File: src/sv/parallel_port_handshake_master_core_assert.svh
// assertion macros shared by the rtl
`ifndef PARALLEL_PORT_HANDSHAKE_MASTER_CORE_ASSERT_SVH
`define PARALLEL_PORT_HANDSHAKE_MASTER_CORE_ASSERT_SVH

`ifndef SYNTHESIS
// same-cycle implication
`define PPHM_ASSERT_NOW(label, ante, cons, msg) \
    label: assert property (@(posedge i_clk) disable iff (!i_rst_n) (ante) |-> (cons)) \
        else $error(msg);
// next-cycle implication
`define PPHM_ASSERT_NEXT(label, ante, cons, msg) \
    label: assert property (@(posedge i_clk) disable iff (!i_rst_n) (ante) |=> (cons)) \
        else $error(msg);
`else
`define PPHM_ASSERT_NOW(label, ante, cons, msg)
`define PPHM_ASSERT_NEXT(label, ante, cons, msg)
`endif

`endif

File: src/sv/pphm_pkg.sv
`timescale 1ns / 1ps

package pphm_pkg;

    // request modes, also the operation kind
    localparam logic [1:0] MODE_PWM    = 2'd0;
    localparam logic [1:0] MODE_ENC    = 2'd1;
    localparam logic [1:0] MODE_INIT   = 2'd2;
    localparam logic [1:0] MODE_SAMPLE = 2'd3;

    localparam logic [8:0]  DUTY_MAX       = 9'd498;
    localparam logic [8:0]  DUTY_MIN       = 9'd2;
    localparam logic [7:0]  CMD_PWM        = 8'h20;
    localparam logic [7:0]  CMD_ENC        = 8'h40;
    localparam logic [23:0] ENC_MUNGE      = 24'h800000;
    localparam logic [7:0]  POLL_LIMIT_RST = 8'd20;
    localparam logic [4:0]  STEP_IDLE      = 5'd0;
    localparam logic [3:0]  HS_TOTAL_PWM   = 4'd6;
    localparam logic [3:0]  HS_TOTAL_ENC   = 4'd10;
    localparam logic [3:0]  HS_TOTAL_INIT  = 4'd8;
    localparam logic [3:0]  ENC_LAST_ROUND = 4'd8;
    localparam logic [3:0]  PWM_SLICES     = 4'd5;

    localparam logic [7:0] INIT_BYTES [8] = '{
        8'h70, 8'h74, 8'h70, 8'h00, 8'h68, 8'h6c, 8'h68, 8'h00
    };

    typedef struct packed {
        logic [1:0]  mode;
        logic        channel;
        logic [15:0] pwm_value;
        logic [7:0]  status_byte;
    } t_req;

    typedef struct packed {
        logic [7:0]  port_byte;
        logic        port_write;
        logic [23:0] encoder_count;
        logic        timed_out;
        logic        done_res;
    } t_result;

    // number of handshakes in an operation
    function automatic logic [3:0] hs_total(input logic [1:0] kind);
        logic [3:0] tot;
        case (kind)
            MODE_PWM: tot = HS_TOTAL_PWM;
            MODE_ENC: tot = HS_TOTAL_ENC;
            default:  tot = HS_TOTAL_INIT;
        endcase
        return tot;
    endfunction

    // data port byte written at the start of handshake k
    function automatic logic [7:0] byte_for(
        input logic [1:0] kind,
        input logic [3:0] k,
        input logic [7:0] base,
        input logic [8:0] duty
    );
        logic [7:0] b;
        logic [1:0] slice;
        case (k[2:0])
            3'd0:    slice = duty[1:0];
            3'd1:    slice = duty[3:2];
            3'd2:    slice = duty[5:4];
            3'd3:    slice = duty[7:6];
            default: slice = {1'b0, duty[8]};
        endcase
        case (kind)
            MODE_PWM: begin
                if (k >= PWM_SLICES) b = 8'h00;
                else b = base | {5'd0, k[0], slice};
            end
            MODE_ENC: begin
                if (k == 4'd0) b = base;
                else if (k > ENC_LAST_ROUND) b = 8'h00;
                else b = base | {5'd0, k[0], 2'b00};
            end
            default: b = INIT_BYTES[k[2:0]];
        endcase
        return b;
    endfunction

endpackage

File: src/sv/pphm_req_if.sv
`timescale 1ns / 1ps

interface pphm_req_if;
    import pphm_pkg::*;

    logic        valid;
    logic        ready;
    logic [1:0]  mode;
    logic        channel;
    logic [15:0] pwm_value;
    logic [7:0]  status_byte;

    modport source (output valid, mode, channel, pwm_value, status_byte, input ready);
    modport sink   (input valid, mode, channel, pwm_value, status_byte, output ready);
endinterface

File: src/sv/pphm_res_if.sv
`timescale 1ns / 1ps

interface pphm_res_if;
    import pphm_pkg::*;

    logic        valid;
    logic        ready;
    logic [7:0]  port_byte;
    logic        port_write;
    logic [23:0] encoder_count;
    logic        timed_out;
    logic        done_res;

    modport source (output valid, port_byte, port_write, encoder_count, timed_out, done_res,
                    input ready);
    modport sink   (input valid, port_byte, port_write, encoder_count, timed_out, done_res,
                    output ready);
endinterface

File: src/sv/pphm_res_buf.sv
`timescale 1ns / 1ps

module pphm_res_buf (
    input  logic              i_clk,
    input  logic              i_rst_n,
    input  logic              i_wr,
    input  pphm_pkg::t_result i_data,
    output logic              o_ready,
    output logic              o_valid,
    output pphm_pkg::t_result o_data,
    input  logic              i_ready
);
    import pphm_pkg::*;

    t_result    r_ent [2];
    logic       r_wr_ptr;
    logic       r_rd_ptr;
    logic [1:0] r_cnt;
    logic       w_pop;
    logic       w_push;

    assign o_ready = (r_cnt != 2'd2);
    assign o_valid = (r_cnt != 2'd0);
    assign o_data  = r_ent[r_rd_ptr];
    assign w_pop   = o_valid && i_ready;
    assign w_push  = i_wr && o_ready;

    // two-word result queue
    always_ff @(posedge i_clk) begin
        if (w_push) begin
            r_ent[r_wr_ptr] <= i_data;
        end
        if (!i_rst_n) begin
            r_wr_ptr <= 1'b0;
            r_rd_ptr <= 1'b0;
            r_cnt    <= 2'd0;
        end else begin
            if (w_push) r_wr_ptr <= ~r_wr_ptr;
            if (w_pop) r_rd_ptr <= ~r_rd_ptr;
            if (w_push && !w_pop) r_cnt <= r_cnt + 2'd1;
            else if (w_pop && !w_push) r_cnt <= r_cnt - 2'd1;
        end
    end

endmodule

File: src/sv/parallel_port_handshake_master_core.sv
`timescale 1ns / 1ps
// Handshake master for a parallel-port motion card.
// i_req carries words: a pwm write, encoder read or init request, or a
// status port sample (mode 3). Each request starts a fixed run of data
// port writes; every write is followed by polling the sampled status bit 7
// until it leaves its expected level or poll_limit samples pass (timeout).
// o_res carries result words: a byte to drive (port_write), and a final
// word with done_res set, the offset-binary encoder count and the timeout
// flag. A word may produce no result (ignored request, ongoing poll).
// i_cfg_we / i_cfg_wdata write poll_limit; write it only while idle.
// Order: a word is held in the input register, and its result is then written
// into the two-word result queue, which drives o_res.
// Throughput: one word per cycle while the queue has room; each word is
// handled in a single pass between the input register and the queue.
// Reset: sequencer idle, poll_limit 20, input register and queue empty.
// Receiver stall: the queue absorbs two results; then i_req.ready drops
// and the word in the input register holds until space opens.
module parallel_port_handshake_master_core (
    input  logic       i_clk,
    input  logic       i_rst_n,
    input  logic       i_cfg_we,
    input  logic [7:0] i_cfg_wdata,
    pphm_req_if.sink   i_req,
    pphm_res_if.source o_res
);
    import pphm_pkg::*;

    `include "parallel_port_handshake_master_core_assert.svh"

    // registers
    logic [7:0]  r_poll_limit;
    logic        r_in_vld;
    t_req        r_in;
    logic [4:0]  r_step,    n_step;
    logic [1:0]  r_kind,    n_kind;
    logic [7:0]  r_base,    n_base;
    logic [8:0]  r_duty,    n_duty;
    logic [7:0]  r_poll,    n_poll;
    logic [23:0] r_accum,   n_accum;
    logic        r_timeout, n_timeout;

    logic        w_proc;
    logic        w_buf_rdy;
    logic        w_res_vld;
    t_result     w_res;
    t_result     w_out;

    // combinational helpers
    logic        w_begin;
    logic        w_finish;
    logic [3:0]  w_k;
    logic [3:0]  w_next;
    logic [7:0]  w_poll_inc;
    logic [15:0] w_pwm;
    logic [8:0]  w_clamp;
    logic [2:0]  w_round;

    assign w_proc      = r_in_vld && w_buf_rdy;
    assign i_req.ready = !r_in_vld || w_proc;

    // configuration register
    always_ff @(posedge i_clk) begin
        if (!i_rst_n) begin
            r_poll_limit <= POLL_LIMIT_RST;
        end else if (i_cfg_we) begin
            r_poll_limit <= i_cfg_wdata;
        end
    end

    // input register
    always_ff @(posedge i_clk) begin
        if (i_req.valid && i_req.ready) begin
            r_in.mode        <= i_req.mode;
            r_in.channel     <= i_req.channel;
            r_in.pwm_value   <= i_req.pwm_value;
            r_in.status_byte <= i_req.status_byte;
        end
        if (!i_rst_n) begin
            r_in_vld <= 1'b0;
        end else if (i_req.ready) begin
            r_in_vld <= i_req.valid;
        end
    end

    // duty clamp
    always_comb begin
        w_pwm = r_in.pwm_value;
        if (w_pwm > {7'd0, DUTY_MAX}) w_clamp = DUTY_MAX;
        else if (w_pwm < {7'd0, DUTY_MIN}) w_clamp = DUTY_MIN;
        else w_clamp = w_pwm[8:0];
    end

    // sequencer next state and result
    always_comb begin
        n_step     = r_step;
        n_kind     = r_kind;
        n_base     = r_base;
        n_duty     = r_duty;
        n_poll     = r_poll;
        n_accum    = r_accum;
        n_timeout  = r_timeout;
        w_begin    = 1'b0;
        w_finish   = 1'b0;
        w_k        = r_step[4:1];
        w_next     = w_k + 4'd1;
        w_poll_inc = r_poll + 8'd1;
        w_round    = 3'(w_k - 4'd1);
        w_res_vld  = 1'b0;
        w_res      = '0;

        if (w_proc) begin
            if (r_step == STEP_IDLE) begin
                if (r_in.mode != MODE_SAMPLE) begin
                    // new operation
                    n_kind    = r_in.mode;
                    n_timeout = 1'b0;
                    n_accum   = '0;
                    if (r_in.mode == MODE_PWM) begin
                        n_duty = w_clamp;
                        n_base = CMD_PWM | {2'b00, 2'(r_in.channel) + 2'd1, 4'd0};
                    end else if (r_in.mode == MODE_ENC) begin
                        n_base = CMD_ENC | {2'b00, 2'(r_in.channel) + 2'd1, 4'd0};
                    end
                    w_begin = 1'b1;
                    w_k     = 4'd0;
                end
            end else if (r_in.mode == MODE_SAMPLE) begin
                if (!r_step[0]) begin
                    // encoder slice capture, then the round's handshake
                    n_accum = r_accum
                            | ({21'd0, r_in.status_byte[5:3]} << (5'(w_round) * 5'd3));
                    w_begin = 1'b1;
                end else if (r_in.status_byte[7] != r_step[1]) begin
                    w_finish = 1'b1;
                end else if (w_poll_inc >= r_poll_limit) begin
                    n_timeout = 1'b1;
                    w_finish  = 1'b1;
                end else begin
                    n_poll = w_poll_inc;
                end
            end
        end

        // handshake end
        if (w_finish) begin
            if (w_next >= hs_total(n_kind)) begin
                n_step              = STEP_IDLE;
                n_poll              = 8'd0;
                w_res_vld           = 1'b1;
                w_res.done_res      = 1'b1;
                w_res.encoder_count = (n_kind == MODE_ENC) ? (n_accum ^ ENC_MUNGE) : 24'd0;
            end else if (n_kind == MODE_ENC && w_next <= ENC_LAST_ROUND) begin
                n_step = {w_next, 1'b0};
            end else begin
                w_begin = 1'b1;
                w_k     = w_next;
            end
        end

        // handshake start: write the byte
        if (w_begin) begin
            n_step           = {w_k, 1'b1};
            n_poll           = 8'd0;
            w_res_vld        = 1'b1;
            w_res.port_write = 1'b1;
            w_res.port_byte  = byte_for(n_kind, w_k, n_base, n_duty);
        end
        w_res.timed_out = n_timeout;
    end

    // sequencer state
    always_ff @(posedge i_clk) begin
        if (!i_rst_n) begin
            r_step    <= STEP_IDLE;
            r_kind    <= MODE_PWM;
            r_base    <= 8'd0;
            r_duty    <= 9'd0;
            r_poll    <= 8'd0;
            r_accum   <= 24'd0;
            r_timeout <= 1'b0;
        end else begin
            r_step    <= n_step;
            r_kind    <= n_kind;
            r_base    <= n_base;
            r_duty    <= n_duty;
            r_poll    <= n_poll;
            r_accum   <= n_accum;
            r_timeout <= n_timeout;
        end
    end

    // result queue
    pphm_res_buf u_res_buf (
        .i_clk   (i_clk),
        .i_rst_n (i_rst_n),
        .i_wr    (w_res_vld),
        .i_data  (w_res),
        .o_ready (w_buf_rdy),
        .o_valid (o_res.valid),
        .o_data  (w_out),
        .i_ready (o_res.ready)
    );

    assign o_res.port_byte     = w_out.port_byte;
    assign o_res.port_write    = w_out.port_write;
    assign o_res.encoder_count = w_out.encoder_count;
    assign o_res.timed_out     = w_out.timed_out;
    assign o_res.done_res      = w_out.done_res;

    // checks
    `PPHM_ASSERT_NOW(a_capture_only_enc, (r_step != STEP_IDLE && !r_step[0]), r_kind == MODE_ENC, "capture step outside encoder read")
    `PPHM_ASSERT_NEXT(a_done_goes_idle, (w_res_vld && w_res.done_res), r_step == STEP_IDLE, "sequencer not idle after final word")
    `PPHM_ASSERT_NOW(a_step_range, r_kind != MODE_ENC, r_step <= 5'd15, "step beyond last handshake")

endmodule

File: src/flat_wrapper.sv
// flat-port wrapper written by rule: the top's interface ports become plain ports
module parallel_port_handshake_master_core_flat import pphm_pkg::*;
  (i_clk, i_rst_n, i_cfg_we, i_cfg_wdata, i_req_valid, i_req_mode, i_req_channel, i_req_pwm_value, i_req_status_byte, i_req_ready, o_res_valid, o_res_port_byte, o_res_port_write, o_res_encoder_count, o_res_timed_out, o_res_done_res, o_res_ready);
  pphm_req_if i_req_i ();
  pphm_res_if o_res_i ();
  input  logic i_clk;
  input  logic i_rst_n;
  input  logic i_cfg_we;
  input  logic [7:0] i_cfg_wdata;
  input wire logic [$bits(i_req_i.valid)-1:0] i_req_valid;
  input wire logic [$bits(i_req_i.mode)-1:0] i_req_mode;
  input wire logic [$bits(i_req_i.channel)-1:0] i_req_channel;
  input wire logic [$bits(i_req_i.pwm_value)-1:0] i_req_pwm_value;
  input wire logic [$bits(i_req_i.status_byte)-1:0] i_req_status_byte;
  output wire logic [$bits(i_req_i.ready)-1:0] i_req_ready;
  output wire logic [$bits(o_res_i.valid)-1:0] o_res_valid;
  output wire logic [$bits(o_res_i.port_byte)-1:0] o_res_port_byte;
  output wire logic [$bits(o_res_i.port_write)-1:0] o_res_port_write;
  output wire logic [$bits(o_res_i.encoder_count)-1:0] o_res_encoder_count;
  output wire logic [$bits(o_res_i.timed_out)-1:0] o_res_timed_out;
  output wire logic [$bits(o_res_i.done_res)-1:0] o_res_done_res;
  input wire logic [$bits(o_res_i.ready)-1:0] o_res_ready;
  assign i_req_i.valid = i_req_valid;
  assign i_req_i.mode = i_req_mode;
  assign i_req_i.channel = i_req_channel;
  assign i_req_i.pwm_value = i_req_pwm_value;
  assign i_req_i.status_byte = i_req_status_byte;
  assign i_req_ready = i_req_i.ready;
  assign o_res_valid = o_res_i.valid;
  assign o_res_port_byte = o_res_i.port_byte;
  assign o_res_port_write = o_res_i.port_write;
  assign o_res_encoder_count = o_res_i.encoder_count;
  assign o_res_timed_out = o_res_i.timed_out;
  assign o_res_done_res = o_res_i.done_res;
  assign o_res_i.ready = o_res_ready;
  parallel_port_handshake_master_core u_core (.i_clk(i_clk), .i_rst_n(i_rst_n), .i_cfg_we(i_cfg_we), .i_cfg_wdata(i_cfg_wdata), .i_req(i_req_i), .o_res(o_res_i));
endmodule
File: config.mk
export PLATFORM = sky130hd
export DESIGN_NAME = parallel_port_handshake_master_core_flat
export DESIGN_NICKNAME = d
export VERILOG_FILES = /design/src/sv/pphm_pkg.sv /design/src/sv/pphm_req_if.sv /design/src/sv/pphm_res_if.sv /design/src/sv/pphm_res_buf.sv /design/src/sv/parallel_port_handshake_master_core.sv /design/src/flat_wrapper.sv
export VERILOG_INCLUDE_DIRS = /design/src /design/src/sv
export SDC_FILE = /design/constraint.sdc
export NUM_CORES = 1
export LEC_CHECK = 0
export BUFFER_PORTS_ARGS = -buffer_cell sky130_fd_sc_hd__buf_2
export CAP_MARGIN = 20
export CELL_PAD_IN_SITES_DETAIL_PLACEMENT = 1
export CELL_PAD_IN_SITES_GLOBAL_PLACEMENT = 1
export CORE_MARGIN = 4
export CORE_UTILIZATION = 44
export CTS_CLUSTER_SIZE = 40
export DETAILED_ROUTE_END_ITERATION = 16
export GPL_ROUTABILITY_DRIVEN = 0
export PLACE_DENSITY_LB_ADDON = 0.1
export SKIP_CTS_REPAIR_TIMING = 1
export SYNTH_ARGS = -nofsm -noshare
export SYNTH_HDL_FRONTEND = slang
export SYNTH_SLANG_ARGS = --single-unit
export TNS_END_PERCENT = 1
File: constraint.sdc
create_clock -name i_clk -period 16.1 [get_ports i_clk]
set_input_delay 0.805 -clock i_clk [delete_from_list [all_inputs] [get_ports i_clk]]
set_output_delay 0.805 -clock i_clk [all_outputs]
set_load 0.05 [all_outputs]
# Yosys cells after proc, flatten, opt, wreduce, memory -nomap -nowiden
# Memory sizes are Yosys's and may differ from the RTL's. A register that Yosys moved wholly into a read port is not among the register bits.
# Index checks and enable logic that the tools add are counted.
# Widths: inputs -> output; s select.
# word_totals
ff_bits	97
romBits	64
mem_count	2
output_inout_bits	37
input_bits	40
ram_bits	70
# memory_table
memory	words	word_bits	rd	rd_ports_with_merged_regs	wr	line	text
u_core.u_res_buf.r_ent	2	35	1	1	1	pphm_res_buf.sv:15	t_result r_ent [2];
(name not given)	8	8	1	0	0	pphm_pkg.sv:80	default: b = INIT_BYTES[k[2:0]];
# op_classes
bitwise	8
n_addsub	6
shifts	1
eq_ne	9
reduce_logical	22
mul	1
magnitude_cmp	8
muxes	81
# op_table
cell	n
$mux 24	8
$mux 8	18
$mux 9	7
$mux 1	28
$mux 4	7
$or 24x24->24	1
$shl 3x5->24	1
$mux 5	4
$gt 16x9->1 const B	1
$lt 16x2->1 const B	1
$or 8x3->8	2
$pmux 8 s2	1
$mux 2	6
$add 8x1->8 const B	1
$ge 8x8->1	1
$pmux 2 s4	1
$pmux 4 s2	1
$logic_and 1x1->1	7
$eq 3x2->1 const B	2
$reduce_bool 2->1	3
$logic_not 5->1	1
$mul 3x2->5 const B	1
$add 4x1->4 const B	1
$eq 2x1->1 const B	2
other kinds (23)	30

# Logic depth before layout (Yosys ltp)
# Gate-level depths: netlist of run 1.
# logic_depth
ltp_word	19
depth_mapped	20
ltp_nobuf	17

# Hierarchy
# From an unflattened synthesis of run 1, not the netlist that was laid out.
# hier_totals
hier_cells	636
hier_area_um2	7388.3
# by_module_without_submodules
mod	seq_area_each_um2	area_each_um2	cells_each	n_inst
parallel_port_handshake_master_core	2011.9	4629.4	503	1
pphm_res_buf	2202.1	2758.9	133	1

# Least setup slack after synthesis of run 1
# No wires, ideal clock.
# synth_timing
path_kind	reg-to-reg
from	reg u_core.r_step[3]
to	mem u_core.u_res_buf.r_ent[0][0] (netlist bit) (enable)
arrival_time_ns	4.721
slack_ns	10.952
synth_period_minus_slack_ns	5.148
setup_ns	0.427
path_stages_with_launch	17
required_time_ns	15.673
cell_sequence	dfxtp_1 > buf_6 > or4_1 > buf_2 > or3_1 > nand2b_1 > clkbuf_1 > a21oi_1 > inv_1 > ha_1 > a21oi_1 > o21ai_0 > nor2_1 > a31oi_1 > inv_1 > nor2_1 > nor2_1
# synth_via
elab_chain_len	13
# synth_lines
item	line	text
from (decl)	parallel_port_handshake_master_core.sv:34	logic [4:0] r_step, n_step;
from (signal assigned)	parallel_port_handshake_master_core.sv:182	r_step <= n_step;
$logic_not 5->1	parallel_port_handshake_master_core.sv:112	if (r_step == STEP_IDLE) begin
$mux 2	parallel_port_handshake_master_core.sv:112	
$mux 2	parallel_port_handshake_master_core.sv:111	if (w_proc) begin
$eq 2x1->1 or $logic_not 2->1 (tied branches)	pphm_pkg.sv:46, parallel_port_handshake_master_core.sv:152	
$pmux 4 s2	pphm_pkg.sv:46	case (kind)
$mux 4	parallel_port_handshake_master_core.sv:145	if (w_finish) begin
$ge 4x4->1	parallel_port_handshake_master_core.sv:146	if (w_next >= hs_total(n_kind)) begin
$mux 1	parallel_port_handshake_master_core.sv:146	
$mux 1	parallel_port_handshake_master_core.sv:145	
$mux 1 *	parallel_port_handshake_master_core.sv:161	if (w_begin) begin
$logic_and 1x1->1 *	pphm_res_buf.sv:26	assign w_push = i_wr && o_ready;
$mux 1 *	pphm_res_buf.sv:30	if (w_push) begin
$mux 1 (not written as such) *	pphm_res_buf.sv:31	r_ent[r_wr_ptr] <= i_data;
to (decl)	pphm_res_buf.sv:15	
# Mark *: on every way between the ends. The rest lies on a longest branch, timed or not. The select of a mux whose other input is x is not followed.

# Worst setup path after layout of run 1
# layout_timing
from	reg u_core.r_step[1]
to	mem u_core.u_res_buf.r_ent[1][16] (netlist bit) (enable)
# layout_via
elab_chain_len	13
# layout_lines
item	line	text
$logic_not 5->1	parallel_port_handshake_master_core.sv:112	
$mux 2	parallel_port_handshake_master_core.sv:112	
$mux 2	parallel_port_handshake_master_core.sv:111	
$eq 2x1->1 or $logic_not 2->1 (tied branches)	pphm_pkg.sv:46, parallel_port_handshake_master_core.sv:152	
$pmux 4 s2	pphm_pkg.sv:46	
$mux 4	parallel_port_handshake_master_core.sv:145	
$ge 4x4->1	parallel_port_handshake_master_core.sv:146	
$mux 1	parallel_port_handshake_master_core.sv:146	
$mux 1	parallel_port_handshake_master_core.sv:145	
$mux 1 *	parallel_port_handshake_master_core.sv:161	
$logic_and 1x1->1 *	pphm_res_buf.sv:26	
named net u_core.u_res_buf.w_push	pphm_res_buf.sv:20	logic w_push;
$mux 1 *	pphm_res_buf.sv:30	
$mux 1 (not written as such) *	pphm_res_buf.sv:31	
# Mark *: on every way through the listed nets, which the timed path passes. The rest lies on a longest branch. The select of a mux whose other input is x is not followed.

==> run metrics, run 1 <==
initial antenna violation count=0; most frequent CP cell=inv_1; Seq/Total Area, Yosys=59.9%; DIE WIDTH=134 microns; Hold Violations, Final=0; Area Growth Syn to Fin=16.1%; Mapped Area=7030 sq um; share of cells above drive strength 1=22.0%; grt met1 use=22.4%; worst path bufs/invs=4; clk sinks=164; Worst Path Required=16.20 ns; worst r2r path cells=15; Distinct cells, synth=58; unrepaired setup endpoints after global routing=false; Final min period=6.31 ns; CP top delay family=simple AND/OR/NAND/NOR gates; Clock Latency Late Sink=0.43 ns; via count=4869; number of max-cap violations=0; CP cell instances=or4_1, or3_1, nand2b_1, a21oi_1, inv_1, ha_1, a21oi_1, o21ai_0, nor2_1, a31oi_1, inv_1, nor2_1, inv_1, and2_1, buf_4; Final Cell Area=8160 sq um; overall die area=18100 sq um; met3 usage=4.28%; EDFF count, synth=93; worst hold stages=2; Worst slew margin=26.8%; Peak Freq=159 MHz; DR vias/cell=5.35; Final TNS setup=0 ns; Slew Limit Fails=0; worst min-delay path class=reg2reg; Leakage=3.03 nW; footprint of the multi-input gates=2610 sq um; Setup crit start kind=flip-flop; post-synthesis cell count=615; crit path capture type=flip-flop; Synth Flop Type=edfxtp_1; core footprint=15400 sq um; Worst Slack Setup Final=9.79 ns; fraction of registers with async set/reset=0%; Setup WS pre-CTS=9.83 ns; M2 GR Usage=33.7%; Clock transition at path regs=0.06 ns; Routed Antenna Nets=0; worst vdd ir=0.0000687 V; final wirelength=16100 microns; DP HPWL=11300 microns; Synth Register Bits=164; cell count along the critical path=15; Max Clock Skew=0.00534 ns; status=complete, no violations; Final Cycle Share=39.2%; final net count=741; largest net degree at the start of global routing=36; gr ovfl total=0; total CTS buffers=17; commonest cells after routing, fill and taps aside=111 x nor2_1, 93 x edfxtp_1, 72 x buf_2; DRC Markers=0; Slowest cell on crit path=or4_1; IO Pins=77; Seq. cell area=4210 sq um; Site Rows=45; CP max FO=26; routed len/inst=17.7 microns; initial core utilization=45.6%; chip height=134 microns; DRT iter0 DRCs=299; most used routing layer=met2; H-Tree Level Count=4; most common cell after layout, fill and taps aside=nor2_1; CP arrival=6.41 ns; kind of critical path=reg2reg; Worst R2R End=u_core.u_res_buf.r_ent[1][16]$_DFFE_PP_; fillers=1684; GRT Total Usage=18.9%; number of global-route vias before repair=5252; FF-to-FF Start=u_core.r_step[1]$_SDFFE_PN0P_; worst-margin pin slew=1.10 ns; Slowest Stage Delay on Critical Path=0.75 ns; Final setup viols=0; Worst R2R Setup Slack=9.79 ns; clk root buf=clkbuf_16; First-pass DRT Iterations=4; final hold slack=0.449 ns; port bufs=72; Yosys warnings=0; Clock Tree Buf Depth=2; PD cells=139 nW/um^2; first-pass GRT wire length=26700 microns; Hold Crit Endpoint=u_core.r_base[1]$_SDFF_PN0_; DP Area=7570 sq um; n_diodes=0; Syn Nets=670; HP Start=u_core.r_base[1]$_SDFF_PN0_; syn avg cell area=11.4 sq um; CTS tree=built
-- final cells by class --
class / count / area share (%)
Clock buffer: 19 / 5.31
Clock inverter: 13 / 1.55
Inverter: 24 / 1.10
Multi-Input combinational cell: 401 / 32.0
Sequential cell: 164 / 51.6
Tap cell: 211 / 3.24
Timing Repair Buffer: 78 / 5.21
-- power breakdown --
| group | leakage, nW | switching [mW] | internal, mW |
|---|---|---|---|
| Clock | 0.255 | 0.170 | 0.215 |
| Sequential | 1.43 | 0.0140 | 0.471 |
| Combinational | 1.34 | 0.189 | 0.0767 |
-- state kept, by name, summed over array words and instances, names as in the netlist, named ones only --
signal	cells
u_core.r_accum	24
u_core.r_base	8
u_core.r_duty	9
u_core.r_in	7
u_core.r_in_vld	1
u_core.r_kind	2
u_core.r_poll	8
u_core.r_poll_limit	8
u_core.r_step	5
u_core.r_timeout	1
u_core.u_res_buf.r_cnt	2
u_core.u_res_buf.r_ent	70
u_core.u_res_buf.r_rd_ptr	1
u_core.u_res_buf.r_wr_ptr	1
u_core.w_pwm	16
-- tightest hold or removal path, stage by stage (launching register included) --
cell	delay (ns)
dfxtp_1	0.30
inv_1	0.06
nor3_1	0.05
-- worst max path at each step --
stage / endpoint / slack [ns] / from
floorplan: u_core.u_res_buf.r_ent[0][0]$_DFFE_PP_ / 10.95 / u_core.r_step[3]$_SDFFE_PN0P_
global placement: u_core.u_res_buf.r_ent[1][20]$_DFFE_PP_ / 9.96 / u_core.r_step[1]$_SDFFE_PN0P_
global route: u_core.u_res_buf.r_ent[1][17]$_DFFE_PP_ / 9.28 / u_core.r_step[1]$_SDFFE_PN0P_
CTS: u_core.u_res_buf.r_ent[1][19]$_DFFE_PP_ / 9.77 / u_core.r_step[1]$_SDFFE_PN0P_
finish: u_core.u_res_buf.r_ent[1][16]$_DFFE_PP_ / 9.79 / u_core.r_step[1]$_SDFFE_PN0P_
detailed placement: u_core.u_res_buf.r_ent[1][1]$_DFFE_PP_ / 9.83 / u_core.r_step[1]$_SDFFE_PN0P_
-- stage by stage --
step | power (mW) | cells | utilization (%)
after floorplan | 0.699 | 615 | -
final | 1.14 | 910 | 52.9
after CTS | 1.15 | 909 | 52.7
after global routing | 1.19 | 910 | 52.9
after global placement | 0.754 | 877 | 49.1
after detailed placement | 0.762 | 877 | 49.1
-- per-layer routing --
| metal | up-vias | routed length [microns] |
|---|---|---|
| met5 | - | 0 |
| met4 | 0 | 305 |
| met3 | 24 | 536 |
| met2 | 76 | 8290 |
| met1 | 2407 | 6940 |
| li1 | 2362 | - |
-- Yosys cell counts, drive strengths merged (6+ instances only) --
library cell    n  area share (%)
or3             9            0.80
nor3           13            0.93
o21ai          22             1.6
nand2b          6            0.53
mux2           35             5.6
inv            24             1.3
clkbuf         20             1.1
dfxtp          71              20
a21oi          17             1.2
xnor2          13             1.6
ha             15             2.7
nand2          27             1.4
mux2i          15             2.1
xor2            9             1.1
and2            8            0.71
edfxtp         93              40
nor2          113             6.1
buf             6            0.66
a22oi          26             2.8
nand3          11            0.78
-- kinds of logic after synthesis --
group	count (synthesis)	synth area share [%]
adders and majority gates	15	2.67
muxes	50	7.74
AOI/OAI and AO/OA	103	10.1
xor gates and xnor gates	22	2.74
buffers and inverters	50	3.01
DFF	164	59.9
and+or+nand+nor	211	13.8
(Power assumes the default switching activity.)
==> inputs of run 2 (changes only) <==
--- a/config.mk
+++ b/config.mk
@@ -6,12 +6,13 @@
 export SDC_FILE = /design/constraint.sdc
 export NUM_CORES = 1
 export LEC_CHECK = 0
+export ABC_AREA = 1
 export BUFFER_PORTS_ARGS = -buffer_cell sky130_fd_sc_hd__buf_2
 export CAP_MARGIN = 20
 export CELL_PAD_IN_SITES_DETAIL_PLACEMENT = 1
 export CELL_PAD_IN_SITES_GLOBAL_PLACEMENT = 1
 export CORE_MARGIN = 4
-export CORE_UTILIZATION = 44
+export CORE_UTILIZATION = 41
 export CTS_CLUSTER_SIZE = 40
 export DETAILED_ROUTE_END_ITERATION = 16
 export GPL_ROUTABILITY_DRIVEN = 0
==> constraint.sdc (replaced) <==
create_clock -name i_clk -period 5.24 [get_ports i_clk]
set_input_delay 0.262 -clock i_clk [delete_from_list [all_inputs] [get_ports i_clk]]
set_output_delay 0.262 -clock i_clk [all_outputs]
set_load 0.05 [all_outputs]
==> run 2 against run 1 <==
Net effect:
- clock skew is 0.0020 ns higher
- clock power rose to 2.9 times the previous value
- synthesized cell count increased by 17%
- final cell count increased by 14%
- combinational power grew to 5.2 times the previous value
- register-to-register slack got worse by 8.7 ns
- non-clock buffer count grew 5
- hold slack worse by 0.43 ns
- power rose to 3.6 times the previous value
- wire length is 0.32% higher
- setup slack lost 8.7 ns
- fmax increased by 51%
==> run metrics, run 2 <==
status=complete, no violations; final wirelength=16100 microns (+0.32%); worst-margin pin slew=0.927 ns (-0.170 ns); post-synthesis cell count=717 (+17%); DP HPWL=11800 microns (+4.0%); overall die area=19900 sq um (+10%); Most flops, register=u_core.u_res_buf.r_ent; core footprint=17400 sq um (+13%); final hold slack=0.0180 ns (-0.431 ns); commonest cells after routing, fill and taps aside=124 x nor2_1, 93 x edfxtp_1, 92 x nand2_1; worst path bufs/invs=6 (+2); Routed Antenna Nets=0 (unchanged); Synth Register Bits=164 (unchanged); Distinct cells, synth=47 (-19%); EDFF count, synth=93 (unchanged); number of max-cap violations=0 (unchanged); most common cell in the netlist=nor2_1; GRT Total Usage=17.1% (-1.8 points); Slew Limit Fails=0 (unchanged); via count=5143 (+5.6%); Synth Flop Type=edfxtp_1; worst min-delay path class=in2reg; Final Cycle Share=79.6% (+40 points); clk root buf=clkbuf_16; footprint of the multi-input gates=2660 sq um (+2.1%); IO Pins=77 (unchanged); worst r2r path cells=20 (+5); Syn Nets=772 (+15%); CP arrival=4.22 ns (-2.19 ns); gr ovfl total=0 (unchanged); Slowest Stage Delay on Critical Path=0.43 ns (-0.32 ns); initial core utilization=41.9% (-3.7 points); CP cell instances=inv_2, o21ai_4, inv_2, nand2_2, nor2_8, o21ai_1, nand2_1, inv_1, ha_1, a21oi_1, o21ai_0, nor2_1, inv_1, nor2_4, nand2_4, nand2_4, nor2_1, or2_2, inv_1, buf_4; Site Rows=48 (+6.7%); CP top delay family=simple AND/OR/NAND/NOR gates; worst vdd ir=0.000233 V (+240%); most frequent CP cell=inv_1; Final Util=48.8% (-4.1 points); total CTS buffers=17 (unchanged); routed len/inst=15.5 microns (-12%); Peak Freq=240 MHz (+51%); port bufs=72 (unchanged); DIE WIDTH=141 microns (+5.0%); PD cells=479 nW/um^2 (+240%); top-area cell type share of the netlist area=38.4% (-1.3 points); first-pass GRT wire length=27200 microns (+2.0%); chip height=141 microns (+5.0%); syn avg cell area=10.1 sq um (-11%); area leader, netlist=edfxtp_1; Mapped Area=7260 sq um (+3.3%); Seq. cell area=4210 sq um (unchanged); largest net degree at the start of global routing=51 (+42%); top post-synthesis cells by area=edfxtp_1 38%, dfxtp_1 20%, nor2_1 6.4%; top post-synthesis cells by count=124 x nor2_1, 93 x edfxtp_1, 92 x nand2_1, 71 x dfxtp_1, 71 x inv_1; Worst Path Required=5.29 ns (-10.91 ns); Final TNS setup=0 ns (unchanged); Seq/Total Area, Yosys=58.0% (-1.9 points); Area Growth Syn to Fin=16.7%; clk sinks=164 (unchanged); DRC Markers=0 (unchanged); Final setup viols=0 (unchanged); CTS tree=built; worst hold stages=1 (-1); Clock transition at path regs=0.06 ns (about the same); First-pass DRT Iterations=4 (unchanged); share of cells above drive strength 1=23.0% (+1.0 points); Max Clock Skew=0.00735 ns (+0.00201 ns); DRT iter0 DRCs=233 (-22%); most common cell after layout, fill and taps aside=nor2_1; initial antenna violation count=0 (unchanged); Setup crit start kind=flip-flop; fraction of registers with async set/reset=0% (unchanged); number of global-route vias before repair=5520 (+5.1%); Clock Tree Buf Depth=2 (unchanged); crit path capture type=flip-flop; Final min period=4.17 ns (-2.14 ns); unrepaired setup endpoints after global routing=false; n_diodes=0 (unchanged); CP max FO=35 (+35%); total power=4.06 mW (+260%); Leakage=3.54 nW (+17%); Clock Latency Late Sink=0.42 ns (about the same); Slowest cell on crit path=buf_4; H-Tree Level Count=4 (unchanged); kind of critical path=reg2reg; final net count=858 (+16%); Yosys warnings=0 (unchanged); Worst slew margin=38.1% (+11 points); Largest register FFs=70 (unchanged); Hold Violations, Final=0 (unchanged); cell count along the critical path=20 (+5); DR vias/cell=4.94 (-7.7%); fillers=1959 (+16%)
[run 2: changes by cell type after synthesis, sizes merged, moves of 10 or more]
| cell | previous run | this run |
|---|---|---|
| nand2 | 27 | 108 |
| xnor2 | 13 | 3 |
| a22oi | 26 | 11 |
| nand3 | 11 | 29 |
| inv | 24 | 82 |
| nor2 | 113 | 130 |
| a21oi | 17 | 32 |
| o21ai | 22 | 42 |
| mux2i | 15 | 0 |
[run 2: report_power, final]
| group | switching, mW | internal [mW] |
|---|---|---|
| sequential | 0.0509 | 1.51 |
| combinational | 1.00 | 0.377 |
| clock | 0.509 | 0.608 |
[run 2: path summary, 6_finish.rpt]
kind / from / endpoint / slack (ns)
max: u_core.u_res_buf.r_cnt[1]$_SDFFE_PN0P_ / u_core.u_res_buf.r_ent[0][26]$_DFFE_PP_ / 1.07
min: i_req_pwm_value[3] / u_core.w_pwm[3]$_DFFE_PP_ / 0.02
max reg2reg: u_core.u_res_buf.r_cnt[1]$_SDFFE_PN0P_ / u_core.u_res_buf.r_ent[0][26]$_DFFE_PP_ / 1.07
min reg2reg: u_core.r_base[2]$_SDFF_PN0_ / u_core.r_base[2]$_SDFF_PN0_ / 0.45
[run 2: cells by family after synthesis]
group                      share of synthesized area, %
and+or+nand+nor                                    18.5
adders and majority gates                          2.58
buffers and inverters                              5.34
muxes                                              5.43
xor gates and xnor gates                           1.81
DFF                                                58.0
AOI/OAI and AO/OA                                  8.34
[run 2: area by class of cell]
type | instances | share of cell area (%)
Clock buffer | 17 | 5.02
Clock inverter | 15 | 1.25
Inverter | 85 | 3.82
Multi-Input combinational cell | 452 | 31.4
Sequential cell | 164 | 49.7
Tap cell | 225 | 3.32
Timing Repair Buffer | 83 | 5.46
[run 2: layer usage]
layer,share of wire (%),track usage (%),vias to the layer above
met5,0,0,-
met4,1.3,6.17,0
met3,2.6,2.65,15
met2,50,29.4,80
met1,46,21.9,2461
li1,-,-,2587
[run 2: metrics by stage]
stage,worst slack [ns],cells,instance area [sq um]
6_report,1.07,1041,8480
5_1_grt,0.654,1041,8480
4_1_cts,0.996,1033,8400
3_5_place_dp,1.01,1001,7870
3_3_place_gp,1.14,1001,7870
2_1_floorplan,1.40,717,7260
